**config.mk**
```make
export PLATFORM = sky130hd
export DESIGN_NAME = wake_score_window_detector_unit
export DESIGN_NICKNAME = d
export VERILOG_FILES = /design/src/hw/rtl/wswd_pkg.sv /design/src/hw/rtl/wake_score_window_detector_unit.sv
export SDC_FILE = /design/constraint.sdc
export NUM_CORES = 1
export LEC_CHECK = 0
export BUFFER_PORTS_ARGS = -buffer_cell sky130_fd_sc_hd__clkbuf_2
export CAP_MARGIN = 40
export CORE_MARGIN = 1.5
export CORE_UTILIZATION = 60
export CTS_CLUSTER_DIAMETER = 50
export DETAILED_ROUTE_END_ITERATION = 8
export GPL_ROUTABILITY_DRIVEN = 0
export PLACE_DENSITY = 0.8
export SYNTH_ARGS = -nofsm -noshare
export SYNTH_HDL_FRONTEND = slang
export SYNTH_SLANG_ARGS = --single-unit
```
**constraint.sdc**
```tcl
create_clock -name clk -period 12.9 [get_ports clk]
set_input_delay 0.645 -clock clk [delete_from_list [all_inputs] [get_ports clk]]
set_output_delay 0.645 -clock clk [all_outputs]
set_load 0.01 [all_outputs]
```
**src/hw/rtl/wswd_pkg.sv**
```systemverilog
// wswd_pkg: shared constants and register codes for the wake score window detector
// depends on nothing; used by wake_score_window_detector_unit
package wswd_pkg;

  localparam int WINDOW_DEFAULT = 8;

  localparam int PROB_W   = 8;
  localparam int TIME_W   = 48;
  localparam int REFR_W   = 24;
  localparam int OSUM_W   = 11;
  localparam int CFG_IDX_W = 2;
  localparam int CFG_DATA_W = 24;

  localparam logic [PROB_W-1:0] CUTOFF_RESET     = 8'd128;
  localparam logic [PROB_W-1:0] WARMUP_RESET     = 8'd200;
  localparam logic [REFR_W-1:0] REFRACTORY_RESET = 24'd2000000;

  typedef enum logic [CFG_IDX_W-1:0] {
    REG_SCORE_CUTOFF  = 2'd0,
    REG_WARMUP_RELOAD = 2'd1,
    REG_REFRACTORY    = 2'd2
  } cfg_reg_t;

endpackage

```
**src/hw/rtl/wake_score_window_detector_unit.sv**
```systemverilog
// wake_score_window_detector_unit: sliding-window mean threshold detector with warmup
// and refractory deadline; depends on wswd_pkg
//
// Accepts one score per cycle unless the output stalls and returns one result per
// score via the s1 and output registers. The last WINDOW scores sit in a small
// synchronous RAM: an item reads its ring slot when accepted and writes it back as it
// leaves stage s1, while the running sum, warmup count, deadline and peak are updated
// in the same cycle; the next item's read is forwarded from that write when both hit
// the same slot. Per-slot valid bits make the ring read as zero after reset and after
// each detection, so there is no clearing pass. The output register lets a new score
// be taken while a result waits. Configuration writes are always ready and take
// effect on the next item; warmup and deadline reload from them only at a detection.
module wake_score_window_detector_unit #(
  parameter int WINDOW = wswd_pkg::WINDOW_DEFAULT
) (
  input  logic                              clk,
  input  logic                              rst,
  input  logic                              in_valid,
  output logic                              in_ready,
  input  logic [wswd_pkg::PROB_W-1:0]       probability,
  input  logic [wswd_pkg::TIME_W-1:0]       time_us,
  output logic                              out_valid,
  input  logic                              out_ready,
  output logic                              detected,
  output logic [wswd_pkg::OSUM_W-1:0]       window_sum,
  output logic [wswd_pkg::PROB_W-1:0]       mean_probability,
  output logic                              in_warmup,
  output logic [wswd_pkg::PROB_W-1:0]       peak_probability,
  input  logic                              cfg_valid,
  output logic                              cfg_ready,
  input  logic [wswd_pkg::CFG_IDX_W-1:0]    cfg_index,
  input  logic [wswd_pkg::CFG_DATA_W-1:0]   cfg_data
);

  localparam int PTR_W   = (WINDOW > 1) ? $clog2(WINDOW) : 1;
  localparam int SUM_MIN = $clog2(WINDOW * 255 + 1);
  localparam int SUM_W   = (SUM_MIN > wswd_pkg::OSUM_W) ? SUM_MIN : wswd_pkg::OSUM_W;
  localparam int LOG_W   = $clog2(WINDOW);
  localparam int SHIFT   = SUM_W + LOG_W;
  localparam int MUL_W   = SUM_W + 2;
  localparam int PROD_W  = SUM_W + MUL_W + wswd_pkg::PROB_W;
  // rounded-up reciprocal gives an exact quotient for any sum below 2^SUM_W
  localparam logic [63:0] MUL_K64 = ((64'd1 << SHIFT) + 64'(WINDOW) - 64'd1) / 64'(WINDOW);
  localparam logic [MUL_W-1:0] MUL_K = MUL_K64[MUL_W-1:0];
  localparam logic [PTR_W-1:0] PTR_LAST = PTR_W'(WINDOW - 1);
  localparam logic [SUM_W-1:0] WIN_S = SUM_W'(WINDOW);

  // configuration registers
  logic [wswd_pkg::PROB_W-1:0] score_cutoff;
  logic [wswd_pkg::PROB_W-1:0] warmup_reload;
  logic [wswd_pkg::REFR_W-1:0] refractory_us;

  // ring memory and per-slot valid bits
  logic [wswd_pkg::PROB_W-1:0] ring_mem [0:WINDOW-1];
  logic [WINDOW-1:0]           slot_valid;
  logic [wswd_pkg::PROB_W-1:0] ring_rdata;
  logic                        fwd_hit;
  logic [wswd_pkg::PROB_W-1:0] fwd_data;
  logic [PTR_W-1:0]            rd_ptr;

  // read-modify-write stage
  logic                        s1_valid;
  logic [PTR_W-1:0]            s1_ptr;
  logic [wswd_pkg::PROB_W-1:0] s1_prob;
  logic [wswd_pkg::TIME_W-1:0] s1_time;

  // running state
  logic [SUM_W-1:0]            running_sum;
  logic [wswd_pkg::PROB_W-1:0] warmup_left;
  logic [wswd_pkg::TIME_W-1:0] deadline_us;
  logic [wswd_pkg::PROB_W-1:0] peak_seen;

  logic [SUM_W-1:0]            out_sum;

  logic                        in_xfer;
  logic                        s1_adv;
  logic [wswd_pkg::PROB_W-1:0] old_score;
  logic [SUM_W-1:0]            sum_new;
  logic [SUM_W-1:0]            thresh;
  logic                        warm;
  logic                        fire;
  logic [wswd_pkg::PROB_W-1:0] peak_next;
  logic [PROD_W-1:0]           mean_prod;
  logic [wswd_pkg::TIME_W:0]   dl_sum;
  logic [wswd_pkg::TIME_W-1:0] deadline_next;
  logic [PTR_W-1:0]            rd_ptr_next;

  assign cfg_ready = 1'b1;
  assign s1_adv    = s1_valid && (!out_valid || out_ready);
  assign in_ready  = !s1_valid || s1_adv;
  assign in_xfer   = in_valid && in_ready;

  assign rd_ptr_next = (rd_ptr == PTR_LAST) ? '0 : rd_ptr + 1'b1;

  always_comb begin
    if (!slot_valid[s1_ptr]) begin
      old_score = '0;
    end else if (fwd_hit) begin
      old_score = fwd_data;
    end else begin
      old_score = ring_rdata;
    end
    sum_new   = running_sum - SUM_W'(old_score) + SUM_W'(s1_prob);
    thresh    = SUM_W'(score_cutoff) * WIN_S;
    warm      = (warmup_left != '0);
    fire      = !warm && (sum_new >= thresh) && (s1_time >= deadline_us);
    peak_next = (s1_prob > peak_seen) ? s1_prob : peak_seen;
    mean_prod = PROD_W'(sum_new) * PROD_W'(MUL_K);
    // deadline saturates at the top of the time range
    dl_sum    = {1'b0, s1_time} + (wswd_pkg::TIME_W + 1)'(refractory_us);
    deadline_next = dl_sum[wswd_pkg::TIME_W] ? '1 : dl_sum[wswd_pkg::TIME_W-1:0];
  end

  // ring memory: written by the finishing item, read by the entering one
  always_ff @(posedge clk) begin
    if (s1_adv) begin
      ring_mem[s1_ptr] <= s1_prob;
    end
    if (in_xfer) begin
      ring_rdata <= ring_mem[rd_ptr];
      fwd_hit    <= s1_adv && (s1_ptr == rd_ptr);
      fwd_data   <= s1_prob;
      s1_ptr     <= rd_ptr;
      s1_prob    <= probability;
      s1_time    <= time_us;
    end
    if (s1_adv) begin
      detected         <= fire;
      in_warmup        <= warm;
      out_sum          <= sum_new;
      mean_probability <= mean_prod[SHIFT +: wswd_pkg::PROB_W];
      peak_probability <= peak_next;
    end
  end

  always_ff @(posedge clk) begin
    if (rst) begin
      score_cutoff  <= wswd_pkg::CUTOFF_RESET;
      warmup_reload <= wswd_pkg::WARMUP_RESET;
      refractory_us <= wswd_pkg::REFRACTORY_RESET;
      slot_valid    <= '0;
      rd_ptr        <= '0;
      s1_valid      <= 1'b0;
      out_valid     <= 1'b0;
      running_sum   <= '0;
      warmup_left   <= wswd_pkg::WARMUP_RESET;
      deadline_us   <= wswd_pkg::TIME_W'(wswd_pkg::REFRACTORY_RESET);
      peak_seen     <= '0;
    end else begin
      if (cfg_valid) begin
        case (wswd_pkg::cfg_reg_t'(cfg_index))
          wswd_pkg::REG_SCORE_CUTOFF:  score_cutoff  <= cfg_data[wswd_pkg::PROB_W-1:0];
          wswd_pkg::REG_WARMUP_RELOAD: warmup_reload <= cfg_data[wswd_pkg::PROB_W-1:0];
          wswd_pkg::REG_REFRACTORY:    refractory_us <= cfg_data[wswd_pkg::REFR_W-1:0];
          default: ;
        endcase
      end
      if (in_xfer) begin
        rd_ptr <= rd_ptr_next;
      end
      if (in_xfer) begin
        s1_valid <= 1'b1;
      end else if (s1_adv) begin
        s1_valid <= 1'b0;
      end
      if (s1_adv) begin
        out_valid <= 1'b1;
      end else if (out_ready) begin
        out_valid <= 1'b0;
      end
      if (s1_adv) begin
        peak_seen <= peak_next;
        if (fire) begin
          // detection empties the window
          slot_valid  <= '0;
          running_sum <= '0;
          warmup_left <= warmup_reload;
          deadline_us <= deadline_next;
        end else begin
          slot_valid[s1_ptr] <= 1'b1;
          running_sum        <= sum_new;
          if (warm && (s1_prob < score_cutoff)) begin
            warmup_left <= warmup_left - 1'b1;
          end
        end
      end
    end
  end

  assign window_sum = out_sum[wswd_pkg::OSUM_W-1:0];

  a_no_fire_in_warmup: assert property (@(posedge clk) disable iff (rst)
    out_valid |-> !(detected && in_warmup))
    else $error("detection reported during warmup");

  a_clear_on_fire: assert property (@(posedge clk) disable iff (rst)
    (s1_adv && fire) |=> (running_sum == '0 && slot_valid == '0))
    else $error("window not cleared after detection");

  // remainder form keeps the upper bound inside the sum width
  a_mean_exact: assert property (@(posedge clk) disable iff (rst)
    out_valid |-> (SUM_W'(mean_probability) * WIN_S <= out_sum &&
                   out_sum - SUM_W'(mean_probability) * WIN_S < WIN_S))
    else $error("mean does not match window sum");

  a_peak_grows: assert property (@(posedge clk) disable iff (rst)
    s1_adv |=> (peak_seen >= $past(peak_seen)))
    else $error("peak decreased");

endmodule

```
==> Yosys cells after proc, flatten, opt, wreduce, memory -nomap -nowiden <==
Memories as Yosys holds them, arrays and structs flattened. A register that Yosys moved wholly into a read port is not among the register bits.
Index checks and enable logic that the tools add are counted.
{ "totals": {"reg_bits": 225, "latchBits": 0, "ramBits": 64, "mem_bits_ro": 0, "input_bits": 87, "out_inout_bits": 32, "elab_cells": 79, "mem_count": 1} }
{ "memory_table": {"columns": ["memory", "words", "width", "rd", "rd_clocked_by_memory_dff", "wr", "line", "source"], "rows": [
  ["ring_mem", 8, 8, 1, 1, 1, "wake_score_window_detector_unit.sv:54", "logic [wswd_pkg::PROB_W-1:0] ring_mem [0:WINDOW-1];"]
]} }
{ "classes": {"addsub": 5, "n_mul": 0, "div": 0, "n_lt_le_gt_ge": 6, "eq_ne": 4, "shifts": 0, "n_mux": 19, "bitwise": 1, "reduce_logical": 22} }
{ "op_table": {"columns": ["operator", "count"], "rows": [
  ["$add 48x24->49", 1],
  ["$ge 48x48->1", 1],
  ["$mux 48", 1],
  ["$mux 8", 6],
  ["$add 11x8->11", 1],
  ["$ge 11x11->1", 1],
  ["$mux 11", 1],
  ["$sub 11x8->11", 1],
  ["$reduce_and 2->1", 5],
  ["$gt 8x8->1", 1],
  ["$lt 8x8->1", 1],
  ["$mux 1", 8],
  ["$or 8x8->8", 1],
  ["$reduce_bool 8->1", 1],
  ["$sub 8x1->8 const B", 1],
  ["$logic_and 1x1->1", 7],
  ["$reduce_bool 2->1", 3],
  ["$lt 3x4->1 const B", 1],
  ["$add 3x1->3 const B", 1],
  ["$bmux 1 s3", 1],
  ["$demux 1 s3", 1],
  ["$eq 3x3->1", 1],
  ["$eq 3x3->1 const B", 1],
  ["$ge 3x1->1 const B", 1],
  ["6 further kinds", 9]
]} }

==> Longest topological paths before layout <==
Gate-level depths: netlist of run 1.
{ "logic_depth": {"word_depth": 10, "depth_mapped": 28, "ltp_nobuf": 26} }

==> Least setup slack after synthesis of run 1 <==
Ideal clock, no wire load.
{ "synth_path": {"path_type": "flip-flop to flip-flop", "start": "register s1_ptr[2]", "end": "register deadline_us[43] (netlist bit)", "setup_ns": 0.141, "t_arrival_ns": 5.654, "t_required_ns": 12.759, "setup_slack_ns": 7.105, "path_stages_with_launch": 28, "n_path_buf": 3, "period_less_slack_ns": 5.795, "path_cell_list": "edfxtp_1 clkbuf_1 nor2b_1 a221oi_1 a21oi_1 a311oi_1 nor2_1 fa_1 inv_1 fa_1 a21o_1 a21oi_1 nor2b_1 o21a_1 o41ai_1 o21bai_1 a21o_1 xnor2_1 ha_1 o21ai_0 a21oi_1 o21ai_0 a211o_2 buf_6 o21ba_2 buf_6 and3_4 a2111oi_4"} }
{ "synth_via": {"elab_chain_cells": 9} }
{ "synth_rtl": {"columns": ["element", "line", "source"], "rows": [
  ["from (decl)", "wake_score_window_detector_unit.sv:63", "logic [PTR_W-1:0] s1_ptr;"],
  ["from (signal assigned)", "wake_score_window_detector_unit.sv:123", "s1_ptr <= rd_ptr;"],
  ["$bmux 1 s3", "wake_score_window_detector_unit.sv:96", "if (!slot_valid[s1_ptr]) begin"],
  ["$mux 1 (implied by the code)", "wake_score_window_detector_unit.sv:96", null],
  ["$mux 8", "wake_score_window_detector_unit.sv:96", null],
  ["$sub 11x8->11", "wake_score_window_detector_unit.sv:103", "sum_new = running_sum - SUM_W'(old_score) + SUM_W'(s1_prob);"],
  ["$add 11x8->11", "wake_score_window_detector_unit.sv:103", null],
  ["via mean_prod[21]", "wake_score_window_detector_unit.sv:83", "logic [PROD_W-1:0] mean_prod;"],
  ["$ge 11x11->1", "wake_score_window_detector_unit.sv:106", "fire = !warm && (sum_new >= thresh) && (s1_time >= deadline_us);"],
  ["$logic_and 1x1->1 (2 in a row)", "wake_score_window_detector_unit.sv:106", null],
  ["$reduce_and 2->1 (no line)", null, null],
  ["to (signal assigned)", "wake_score_window_detector_unit.sv:147", "deadline_us <= wswd_pkg::TIME_W'(wswd_pkg::REFRACTORY_RESET);"],
  ["to (signal assigned)", "wake_score_window_detector_unit.sv:178", "deadline_us <= deadline_next;"],
  ["to (decl)", "wake_score_window_detector_unit.sv:70", "logic [wswd_pkg::TIME_W-1:0] deadline_us;"]
]} }
The timed path passes the listed nets, and every way through them passes these cells. The select of a mux whose other input is x is not followed.
A chain may end at the register's enable or synchronous reset.

==> Worst setup path in the final report of run 1 <==
Ends and elaborated chain as after synthesis.

==> metrics.txt, run 1 <==
# TYPE chip_impl_metric gauge
chip_impl_metric{name="ys_ff_latch",unit=""} 289
chip_impl_metric{name="power.density_cell_area",unit="nW/um2"} 145.1
chip_impl_info{name="holdCritPathClass",value="in -> reg"} 1
chip_impl_metric{name="ctsHtreeMaxLevel",unit=""} 2
chip_impl_metric{name="synth.yosys.seq_area_share",unit=""} 0.5133
chip_impl_info{name="regToRegStartpoint",value="s1_ptr[2]"} 1
chip_impl_metric{name="detailedRoute.firstIterationViolations",unit=""} 609
chip_impl_metric{name="post_cts_hold_buffer_count",unit=""} 0
chip_impl_metric{name="dp_hpwl",unit="mm"} 21.63
chip_impl_info{name="setup.worst_path.class",value="reg -> reg"} 1
chip_impl_metric{name="fin_tns_setup",unit="ps"} 0
chip_impl_metric{name="timing.final.ws_setup",unit="ps"} 5828
chip_impl_info{name="most_common_cell_after_layout_fill_and_taps_aside",value="sky130_fd_sc_hd__edfxtp_1"} 1
chip_impl_metric{name="area_growth",unit="%"} 13.46
chip_impl_metric{name="grtUsageTotal",unit=""} 0.2544
chip_impl_info{name="ctsRootBufferMaster",value="sky130_fd_sc_hd__clkbuf_16"} 1
chip_impl_info{name="route.top_layer_used",value="met4"} 1
chip_impl_metric{name="preCtsSetupSlack",unit="ps"} 5998
chip_impl_info{name="rsz0062_at_grt",value="false"} 1
chip_impl_metric{name="remaining_drc_errors",unit=""} 0
chip_impl_metric{name="synthesis.instances",unit=""} 1288
chip_impl_metric{name="start_util",unit=""} 0.6121
chip_impl_metric{name="port_buffers",unit=""} 117
chip_impl_metric{name="clk_transition_reported_paths",unit="ps"} 50
chip_impl_metric{name="grt_pass1_wl",unit="mm"} 49.40
chip_impl_metric{name="timing.final.crit_share",unit=""} 0.5482
chip_impl_metric{name="mappedNetlistArea",unit="um2"} 14410
chip_impl_info{name="min-delay-start",value="time_us[10]"} 1
chip_impl_metric{name="slew_headroom",unit=""} 0.4274
chip_impl_metric{name="drt-vias-per-instance",unit=""} 5.804
chip_impl_metric{name="vias_in_the_first_global_route",unit=""} 10044
chip_impl_metric{name="netlist-cell-type-count",unit=""} 83
chip_impl_metric{name="route.met2.wl",unit="mm"} 15.14
chip_impl_metric{name="total_wirelength",unit="mm"} 30.79
chip_impl_metric{name="synthArstFlopShare",unit=""} 0
chip_impl_metric{name="layout_cell_share_with_drive_strength_beyond_1",unit=""} 0.1747
chip_impl_metric{name="post_drt_wl_per_cell",unit="um"} 17.59
chip_impl_metric{name="ctsResizeCount",unit=""} 0
chip_impl_metric{name="timing.reg2reg.setup_slack",unit="ps"} 5830
chip_impl_metric{name="synth_area_per_cell",unit="um2"} 11.19
chip_impl_metric{name="hold_path_depth",unit=""} 1
chip_impl_metric{name="worst_supply_voltage_drop_on_vdd",unit="mV"} 0.1034
chip_impl_info{name="endpoint_kind",value="flop"} 1
chip_impl_metric{name="placement_rows",unit=""} 56
chip_impl_metric{name="design_area",unit="um2"} 16350
chip_impl_info{name="synth_largest_area_cell",value="sky130_fd_sc_hd__edfxtp_1"} 1
chip_impl_metric{name="timing.final.crit_period",unit="ps"} 7072
chip_impl_metric{name="warning_count_from_the_yosys_run",unit=""} 0
chip_impl_info{name="tritoncts",value="yes"} 1
chip_impl_metric{name="gr-total-overflow",unit=""} 0
chip_impl_metric{name="static-leakage-power",unit="uW"} 0.006631
chip_impl_metric{name="drt.antenna.violating_nets",unit=""} 0
chip_impl_metric{name="largest_net_degree_at_the_start_of_global_routing",unit=""} 56
chip_impl_metric{name="grt_antenna_before_repair",unit=""} 0
chip_impl_metric{name="core-area",unit="um2"} 23540
chip_impl_metric{name="setup_violators_final",unit=""} 0
chip_impl_metric{name="clock_path_buffers",unit=""} 3
chip_impl_metric{name="die_width",unit="um"} 158.0
chip_impl_info{name="layout_common_cells",value="sky130_fd_sc_hd__edfxtp_1, sky130_fd_sc_hd__dfxtp_1, sky130_fd_sc_hd__nand2_1, sky130_fd_sc_hd__clkbuf_2, sky130_fd_sc_hd__inv_1"} 1
chip_impl_metric{name="fin_nets",unit=""} 1610
chip_impl_metric{name="timing.clock.skew",unit="ps"} 18.74
chip_impl_metric{name="floorplan.io_pins",unit=""} 119
chip_impl_metric{name="synth.net_count",unit=""} 1493
chip_impl_metric{name="clock_latency_at_the_later_pin_of_the_worst_skew_pair",unit="ps"} 510
chip_impl_info{name="ys.flop_type",value="sky130_fd_sc_hd__edfxtp_1"} 1
chip_impl_metric{name="cp.required",unit="ps"} 13260
chip_impl_metric{name="tritoncts.num_buffers",unit=""} 34
chip_impl_metric{name="hold_violations",unit=""} 0
chip_impl_info{name="outcome",value="complete, no violations"} 1
chip_impl_metric{name="report.power.total",unit="uW"} 2373
chip_impl_metric{name="num_vias",unit=""} 10157
chip_impl_metric{name="synth_top_area_share",unit=""} 0.3355
chip_impl_info{name="hold-path-endpoint",value="s1_time[10]"} 1
chip_impl_metric{name="timing.final.max_slew_violations",unit=""} 0
chip_impl_metric{name="timing.fmax",unit="MHz"} 141.4
chip_impl_info{name="crit-reg2reg-capture",value="deadline_us[43]"} 1
chip_impl_info{name="critical_path.startpoint_type",value="flop"} 1
chip_impl_metric{name="wirelength_met1",unit="mm"} 13.02
chip_impl_metric{name="antenna-diode-count",unit=""} 0
chip_impl_metric{name="die_height",unit="um"} 158.0
chip_impl_metric{name="worst-r2r-cell-count",unit=""} 26
chip_impl_metric{name="post_cts.repair.setup_buffers",unit=""} 0
chip_impl_metric{name="die_footprint",unit="um2"} 24960
chip_impl_metric{name="path_max_fanout",unit=""} 36
chip_impl_info{name="netlist_top_cells_area",value="sky130_fd_sc_hd__edfxtp_1, sky130_fd_sc_hd__dfxtp_1, sky130_fd_sc_hd__ha_1, sky130_fd_sc_hd__nand2_1, sky130_fd_sc_hd__a21oi_1"} 1
chip_impl_metric{name="drv.max_cap_violation_count",unit=""} 0
chip_impl_metric{name="drtPass1Iterations",unit=""} 7
chip_impl_metric{name="cts_sinks",unit=""} 289
chip_impl_metric{name="tightestPinTransition",unit="ps"} 859.0
chip_impl_metric{name="synth_enable_flop_cells",unit=""} 161
chip_impl_metric{name="routed-wl-met3",unit="mm"} 1.608
chip_impl_metric{name="place_area",unit="um2"} 15280
chip_impl_metric{name="arrival",unit="ps"} 7430
## critical path, stage by stage (launching register included)
cell and delay, ps:
sky130_fd_sc_hd__edfxtp_1 530, sky130_fd_sc_hd__nor2b_1 220, sky130_fd_sc_hd__a221oi_1 380, sky130_fd_sc_hd__a21oi_1 80, sky130_fd_sc_hd__a311oi_1 270, sky130_fd_sc_hd__buf_4 220, sky130_fd_sc_hd__nor2_1 70, sky130_fd_sc_hd__fa_1 480
sky130_fd_sc_hd__inv_1 70, sky130_fd_sc_hd__fa_1 450, sky130_fd_sc_hd__a21o_1 190, sky130_fd_sc_hd__a21oi_1 230, sky130_fd_sc_hd__nor2b_1 70, sky130_fd_sc_hd__o21a_1 180, sky130_fd_sc_hd__o41ai_1 470, sky130_fd_sc_hd__xnor2_1 190
sky130_fd_sc_hd__ha_1 320, sky130_fd_sc_hd__nand4b_1 120, sky130_fd_sc_hd__nor3_1 160, sky130_fd_sc_hd__nor3_1 60, sky130_fd_sc_hd__a21oi_1 140, sky130_fd_sc_hd__o21ai_0 110, sky130_fd_sc_hd__a211o_2 440, sky130_fd_sc_hd__buf_12 230
sky130_fd_sc_hd__o21ba_2 810, sky130_fd_sc_hd__and3_4 340, sky130_fd_sc_hd__a2111oi_4 50
## through the flow
step / std cells / utilization / hold WS, ps
final: 1750 / 0.6945 / 306.5
after global routing: 1750 / 0.6945 / 287.7
after CTS: 1750 / 0.6945 / 288.7
after detailed placement: 1688 / 0.6490 / 453.0
after global placement: 1676 / 0.6435 / 438.4
after floorplan: 1288 / - / 425.3
## power by group
| group | total, uW | switching, uW | internal (uW) |
|---|---|---|---|
| sequential | 1060 | 33.3 | 1030 |
| clock | 913 | 374 | 539 |
| combinational | 397 | 226 | 172 |
## final cells by class
cell class	count	area [um2]
clock inverters	18	172.7
flip-flops and latches	289	7397
repair buffers	141	807.0
multi-input cells	827	6255
inverters	112	420.4
clock buffers	44	898.4
fillers	1762	7193
well taps	319	399.1
## flip-flops by register name (all words and copies together) (netlist names), 3 cells and up
name and cells:
deadline_us 48, fwd_data 8, mean_probability 8, peak_probability 8
peak_seen 8, rd_ptr 3, refractory_us 24, ring_mem 64
ring_rdata 8, running_sum 11, s1_prob 8, s1_ptr 3
s1_time 48, score_cutoff 8, slot_valid 8, warmup_left 8
warmup_reload 8, window_sum 3
## layer usage
layer,global-route usage,up-vias
met5,0,-
met4,0.1064,0
met3,0.03778,82
met2,0.4455,323
met1,0.3146,4844
li1,-,4908
## Yosys cell counts (3+ instances only)
cell type	count
sky130_fd_sc_hd__inv_1	111
sky130_fd_sc_hd__and4_1	6
sky130_fd_sc_hd__mux2i_1	25
sky130_fd_sc_hd__mux2_2	10
sky130_fd_sc_hd__nand2_1	124
sky130_fd_sc_hd__o211a_1	8
sky130_fd_sc_hd__and3_1	9
sky130_fd_sc_hd__o21a_1	14
sky130_fd_sc_hd__buf_6	8
sky130_fd_sc_hd__mux4_2	16
sky130_fd_sc_hd__a21o_1	27
sky130_fd_sc_hd__a32o_1	3
sky130_fd_sc_hd__a21oi_1	87
sky130_fd_sc_hd__nand4_1	13
sky130_fd_sc_hd__nor2_1	74
sky130_fd_sc_hd__nor4_1	8
sky130_fd_sc_hd__a211oi_1	9
sky130_fd_sc_hd__nand2b_1	11
sky130_fd_sc_hd__clkbuf_1	32
sky130_fd_sc_hd__ha_1	109
sky130_fd_sc_hd__buf_2	6
sky130_fd_sc_hd__a31oi_1	5
sky130_fd_sc_hd__xor2_1	28
sky130_fd_sc_hd__and2_1	3
sky130_fd_sc_hd__xnor2_1	25
sky130_fd_sc_hd__buf_4	9
sky130_fd_sc_hd__a21o_2	3
sky130_fd_sc_hd__nor2b_1	12
sky130_fd_sc_hd__a31o_2	3
sky130_fd_sc_hd__edfxtp_1	161
sky130_fd_sc_hd__fa_1	9
sky130_fd_sc_hd__or2_2	3
sky130_fd_sc_hd__o22ai_1	8
sky130_fd_sc_hd__dfxtp_1	128
sky130_fd_sc_hd__a221oi_1	35
sky130_fd_sc_hd__a311oi_1	3
sky130_fd_sc_hd__a21boi_0	4
sky130_fd_sc_hd__o21ai_0	25
sky130_fd_sc_hd__nand3_1	35
sky130_fd_sc_hd__nor3_1	22
## worst max-delay path by stage
stage          startpoint              end  slack (ps)
2_1_floorplan   s1_ptr[2]  deadline_us[43]        7100
3_3_place_gp    s1_ptr[2]  deadline_us[43]        6050
3_5_place_dp    s1_ptr[2]  deadline_us[43]        6000
4_1_cts         s1_ptr[2]  deadline_us[43]        5920
5_1_grt         s1_ptr[2]  deadline_us[43]        5480
6_report        s1_ptr[2]  deadline_us[43]        5830
## kinds of logic (layout without fill, tap and decap cells)
family,after synthesis,count (layout),synth area share
XOR/XNOR,53,53,0.03221
adder cells (fa/ha/maj),118,118,0.1071
multiplexers,51,51,0.05019
other,1,1,0.0002602
AND/OR/NAND/NOR,336,336,0.1109
flip-flops,289,289,0.5133
AO/OA/AOI/OAI,268,268,0.1327
buffers and inverters,172,315,0.05331
(Power assumes the default switching activity.)
==> inputs of run 2 (changes only) <==
--- a/config.mk
+++ b/config.mk
@@ -5,6 +5,7 @@
 export SDC_FILE = /design/constraint.sdc
 export NUM_CORES = 1
 export LEC_CHECK = 0
+export ABC_AREA = 1
 export BUFFER_PORTS_ARGS = -buffer_cell sky130_fd_sc_hd__clkbuf_2
 export CAP_MARGIN = 40
 export CORE_MARGIN = 1.5
==> constraint.sdc (replaced) <==
create_clock -name clk -period 6.8 [get_ports clk]
set_input_delay 0.34 -clock clk [delete_from_list [all_inputs] [get_ports clk]]
set_output_delay 0.34 -clock clk [all_outputs]
set_load 0.01 [all_outputs]
==> run 2 against run 1 <==
Synthesized cell count up 44%. Worst hold slack got worse by 290 ps. Critical path depth rose by 3. Die area grew 7.4%. Power up 96%. Final area increased by 11%. Clock-buffer cell count is 1 higher. Largest power group unchanged.
==> metrics.txt, run 2 <==
# TYPE chip_impl_metric gauge
chip_impl_info{name="outcome",value="complete, no violations"} 1
chip_impl_metric{name="fin_tns_setup",unit="ps"} 0
chip_impl_metric{name="hold_violations",unit=""} 0
chip_impl_info{name="layout_common_cells",value="sky130_fd_sc_hd__nand2_1, sky130_fd_sc_hd__nor2_1, sky130_fd_sc_hd__inv_1, sky130_fd_sc_hd__edfxtp_1, sky130_fd_sc_hd__o21ai_0"} 1
chip_impl_info{name="reg.largest.list",value="ring_mem x64, deadline_us x48, s1_time x48"} 1
chip_impl_metric{name="layout_cell_share_with_drive_strength_beyond_1",unit=""} 0.1046
chip_impl_metric{name="ctsResizeCount",unit=""} 0
chip_impl_metric{name="clkPwrFrac",unit=""} 0.401
chip_impl_info{name="endpoint_kind",value="flop"} 1
chip_impl_metric{name="setup_violators_final",unit=""} 0
chip_impl_metric{name="static-leakage-power",unit="uW"} 0.007980
chip_impl_info{name="most_common_cell_after_layout_fill_and_taps_aside",value="sky130_fd_sc_hd__nand2_1"} 1
chip_impl_info{name="setup.worst_path.class",value="reg -> reg"} 1
chip_impl_info{name="top_register",value="ring_mem"} 1
chip_impl_metric{name="seq_area",unit="um2"} 7397
chip_impl_metric{name="die_width",unit="um"} 163.7
chip_impl_metric{name="combinational_share_of_power",unit=""} 0.164
chip_impl_metric{name="gr-total-overflow",unit=""} 0
chip_impl_metric{name="tritoncts.num_buffers",unit=""} 36
chip_impl_metric{name="pwr-share-seq",unit=""} 0.435
chip_impl_metric{name="total_wirelength",unit="mm"} 39.13
chip_impl_metric{name="layout.filler_cells",unit=""} 1921
chip_impl_info{name="tritoncts",value="yes"} 1
chip_impl_metric{name="dp_hpwl",unit="mm"} 26.90
chip_impl_metric{name="worst-r2r-cell-count",unit=""} 29
chip_impl_metric{name="path_max_fanout",unit=""} 53
chip_impl_metric{name="antenna-diode-count",unit=""} 0
chip_impl_metric{name="dpl.cell_count",unit=""} 2265
chip_impl_metric{name="timing.final.crit_period",unit="ps"} 5757
chip_impl_metric{name="remaining_drc_errors",unit=""} 0
chip_impl_info{name="critical_path.startpoint_type",value="flop"} 1
chip_impl_metric{name="ys_ff_latch",unit=""} 289
chip_impl_metric{name="timing.fmax",unit="MHz"} 173.7
chip_impl_metric{name="arrival",unit="ps"} 6170
chip_impl_metric{name="synth_enable_flop_cells",unit=""} 161
chip_impl_metric{name="timing.final.max_slew_violations",unit=""} 0
chip_impl_metric{name="power.density_cell_area",unit="nW/um2"} 256.3
chip_impl_metric{name="synth.yosys.seq_area_share",unit=""} 0.4774
chip_impl_info{name="ys.flop_type",value="sky130_fd_sc_hd__edfxtp_1"} 1
chip_impl_metric{name="clock_path_buffers",unit=""} 3
chip_impl_metric{name="drt-vias-per-instance",unit=""} 5.551
chip_impl_metric{name="power.switching",unit="uW"} 1300
chip_impl_metric{name="post_drt_wl_per_cell",unit="um"} 16.41
chip_impl_metric{name="detailedRoute.firstIterationViolations",unit=""} 1220
chip_impl_info{name="rsz0062_at_grt",value="false"} 1
chip_impl_metric{name="synth_top_area_share",unit=""} 0.3120
chip_impl_metric{name="start_util",unit=""} 0.6136
chip_impl_metric{name="fin_nets",unit=""} 2232
chip_impl_metric{name="largest_register_ffs",unit=""} 64
chip_impl_metric{name="clk_transition_reported_paths",unit="ps"} 60
chip_impl_metric{name="synthArstFlopShare",unit=""} 0
chip_impl_info{name="synth_largest_area_cell",value="sky130_fd_sc_hd__edfxtp_1"} 1
chip_impl_info{name="ctsRootBufferMaster",value="sky130_fd_sc_hd__clkbuf_16"} 1
chip_impl_info{name="synthTopCellsByCount",value="sky130_fd_sc_hd__nand2_1, sky130_fd_sc_hd__nor2_1, sky130_fd_sc_hd__inv_1"} 1
chip_impl_metric{name="final_cells",unit=""} 2385
chip_impl_metric{name="ctsHtreeMaxLevel",unit=""} 2
chip_impl_metric{name="die_height",unit="um"} 163.7
chip_impl_metric{name="grt_pass1_wl",unit="mm"} 63.27
chip_impl_metric{name="multiInputGateArea",unit="um2"} 6902
chip_impl_info{name="synth_most_common_cell",value="sky130_fd_sc_hd__nand2_1"} 1
chip_impl_metric{name="largest_net_degree_at_the_start_of_global_routing",unit=""} 70
chip_impl_metric{name="area_growth",unit="%"} 16.84
chip_impl_info{name="netlist_top_cells_area",value="sky130_fd_sc_hd__edfxtp_1, sky130_fd_sc_hd__dfxtp_1, sky130_fd_sc_hd__nand2_1, sky130_fd_sc_hd__ha_1, sky130_fd_sc_hd__nor2_1"} 1
chip_impl_metric{name="drt.antenna.violating_nets",unit=""} 0
chip_impl_metric{name="cts_sinks",unit=""} 289
chip_impl_metric{name="worst_supply_voltage_drop_on_vdd",unit="mV"} 0.2404
chip_impl_metric{name="internal_power",unit="uW"} 3341
chip_impl_metric{name="grt_antenna_before_repair",unit=""} 0
chip_impl_metric{name="netlist-cell-type-count",unit=""} 44
chip_impl_metric{name="cp.required",unit="ps"} 7210
chip_impl_metric{name="tightestPinTransition",unit="ps"} 822.3
chip_impl_metric{name="drtPass1Iterations",unit=""} 6
chip_impl_info{name="holdCritPathClass",value="in -> reg"} 1
chip_impl_metric{name="worst_path_max_stage_delay",unit="ps"} 550
chip_impl_info{name="crit_path_top_delay_cell",value="sky130_fd_sc_hd__edfxtp_1"} 1
chip_impl_metric{name="synthesis.instances",unit=""} 1857
chip_impl_metric{name="vias_in_the_first_global_route",unit=""} 13176
chip_impl_metric{name="power.share.switching",unit=""} 0.2802
chip_impl_metric{name="die_footprint",unit="um2"} 26800
chip_impl_metric{name="timing.final.crit_share",unit=""} 0.8467
chip_impl_metric{name="synth_area_per_cell",unit="um2"} 8.345
chip_impl_metric{name="warning_count_from_the_yosys_run",unit=""} 0
chip_impl_metric{name="slew_headroom",unit=""} 0.4510
chip_impl_metric{name="floorplan.io_pins",unit=""} 119
chip_impl_metric{name="port_buffers",unit=""} 117
chip_impl_metric{name="drv.max_cap_violation_count",unit=""} 0
chip_impl_metric{name="synth.net_count",unit=""} 2062
chip_impl_metric{name="num_vias",unit=""} 13240
chip_impl_metric{name="hold_path_depth",unit=""} 3
chip_impl_metric{name="placement_rows",unit=""} 58
chip_impl_metric{name="clock_latency_at_the_later_pin_of_the_worst_skew_pair",unit="ps"} 530
chip_impl_metric{name="mappedNetlistArea",unit="um2"} 15500
chip_impl_metric{name="core-area",unit="um2"} 25250
chip_impl_metric{name="timing.clock.skew",unit="ps"} 15.65
chip_impl_metric{name="grtUsageTotal",unit=""} 0.2987
==> run 2: changes by cell type in the layout (fill, tap and decap cells not counted), moves of 34 or more <==
cell,delta
sky130_fd_sc_hd__inv_1,+120
sky130_fd_sc_hd__o21ai_0,+121
sky130_fd_sc_hd__a21oi_1,+40
sky130_fd_sc_hd__a221oi_1,-34
sky130_fd_sc_hd__dlygate4sd3_1,+54
sky130_fd_sc_hd__nand2_1,+251
sky130_fd_sc_hd__nand3_1,+52
sky130_fd_sc_hd__nor2_1,+175
==> run 2: cells by family after synthesis <==
family,Yosys count,synth area share
simple gates,780,0.2086
compound gates,326,0.1114
buf+inv,298,0.07727
flops,289,0.4774
fa+ha+maj,118,0.09964
xor+xnor,45,0.02543
other cells,1,0.0002420
==> run 2: power by group through the flow <==
stage          logic, uW  clock network (uW)  registers [uW]
3_5_place_dp         720                   0            2050
6_report             762                1860            2020
5_1_grt              861                1960            2030
3_3_place_gp         682                   0            2050
4_1_cts              753                1880            2020
2_1_floorplan        521                   0            2030
==> run 2: critical path, delay by kind of cell (launching register included) <==
kind | cells | cell delay (ps)
buf+inv | 6 | 1180
compound gates | 6 | 930
flops | 1 | 550
xor+xnor | 1 | 160
fa+ha+maj | 3 | 1160
simple gates | 13 | 1640
==> run 2: layout make-up <==
class / instances / share of cell area
Sequential cell: 289 / 0.4086
Multi-Input combinational cell: 1270 / 0.3812
Timing Repair Buffer: 192 / 0.07298
Clock buffer: 45 / 0.05273
Inverter: 238 / 0.04955
Tap cell: 330 / 0.02281
Clock inverter: 21 / 0.01216
==> run 2: repair_timing <==
item	CTS	global route
hold buffers	54	0
buffers inserted	0	0
hold endpoints to repair	54	0
==> run 2: routing by layer <==
| metal | up-vias | share of wire | global-route usage | wire length [um] |
|---|---|---|---|---|
| met5 | - | 0 | 0 | 0 |
| met4 | 0 | 0.052 | 0.1603 | 2053 |
| met3 | 151 | 0.060 | 0.04520 | 2333 |
| met2 | 495 | 0.49 | 0.5320 | 19350 |
| met1 | 6110 | 0.39 | 0.3452 | 15400 |
| li1 | 6484 | - | - | - |
==> run 2: path summary, 6_finish.rpt <==
path,to,start,slack [ps]
worst max-delay path,deadline_us[8],s1_ptr[0],1040
worst min-delay path,refractory_us[10],cfg_data[10],20
worst max register to register,deadline_us[8],s1_ptr[0],1040
worst min register to register,warmup_reload[0],warmup_reload[0],450
==> run 2: per-stage QoR <==
stage	instance area [um2]	setup slack (ps)	hold WS (ps)	power [uW]	util
6_report	18100	1043	21.07	4641	0.7169
3_3_place_gp	16320	1501	441.2	2729	0.6463
5_1_grt	18100	545.7	17.43	4846	0.7169
3_5_place_dp	16390	1194	446.7	2771	0.6490
4_1_cts	18100	1142	11.84	4653	0.7169
2_1_floorplan	15500	2373	424.5	2554	-
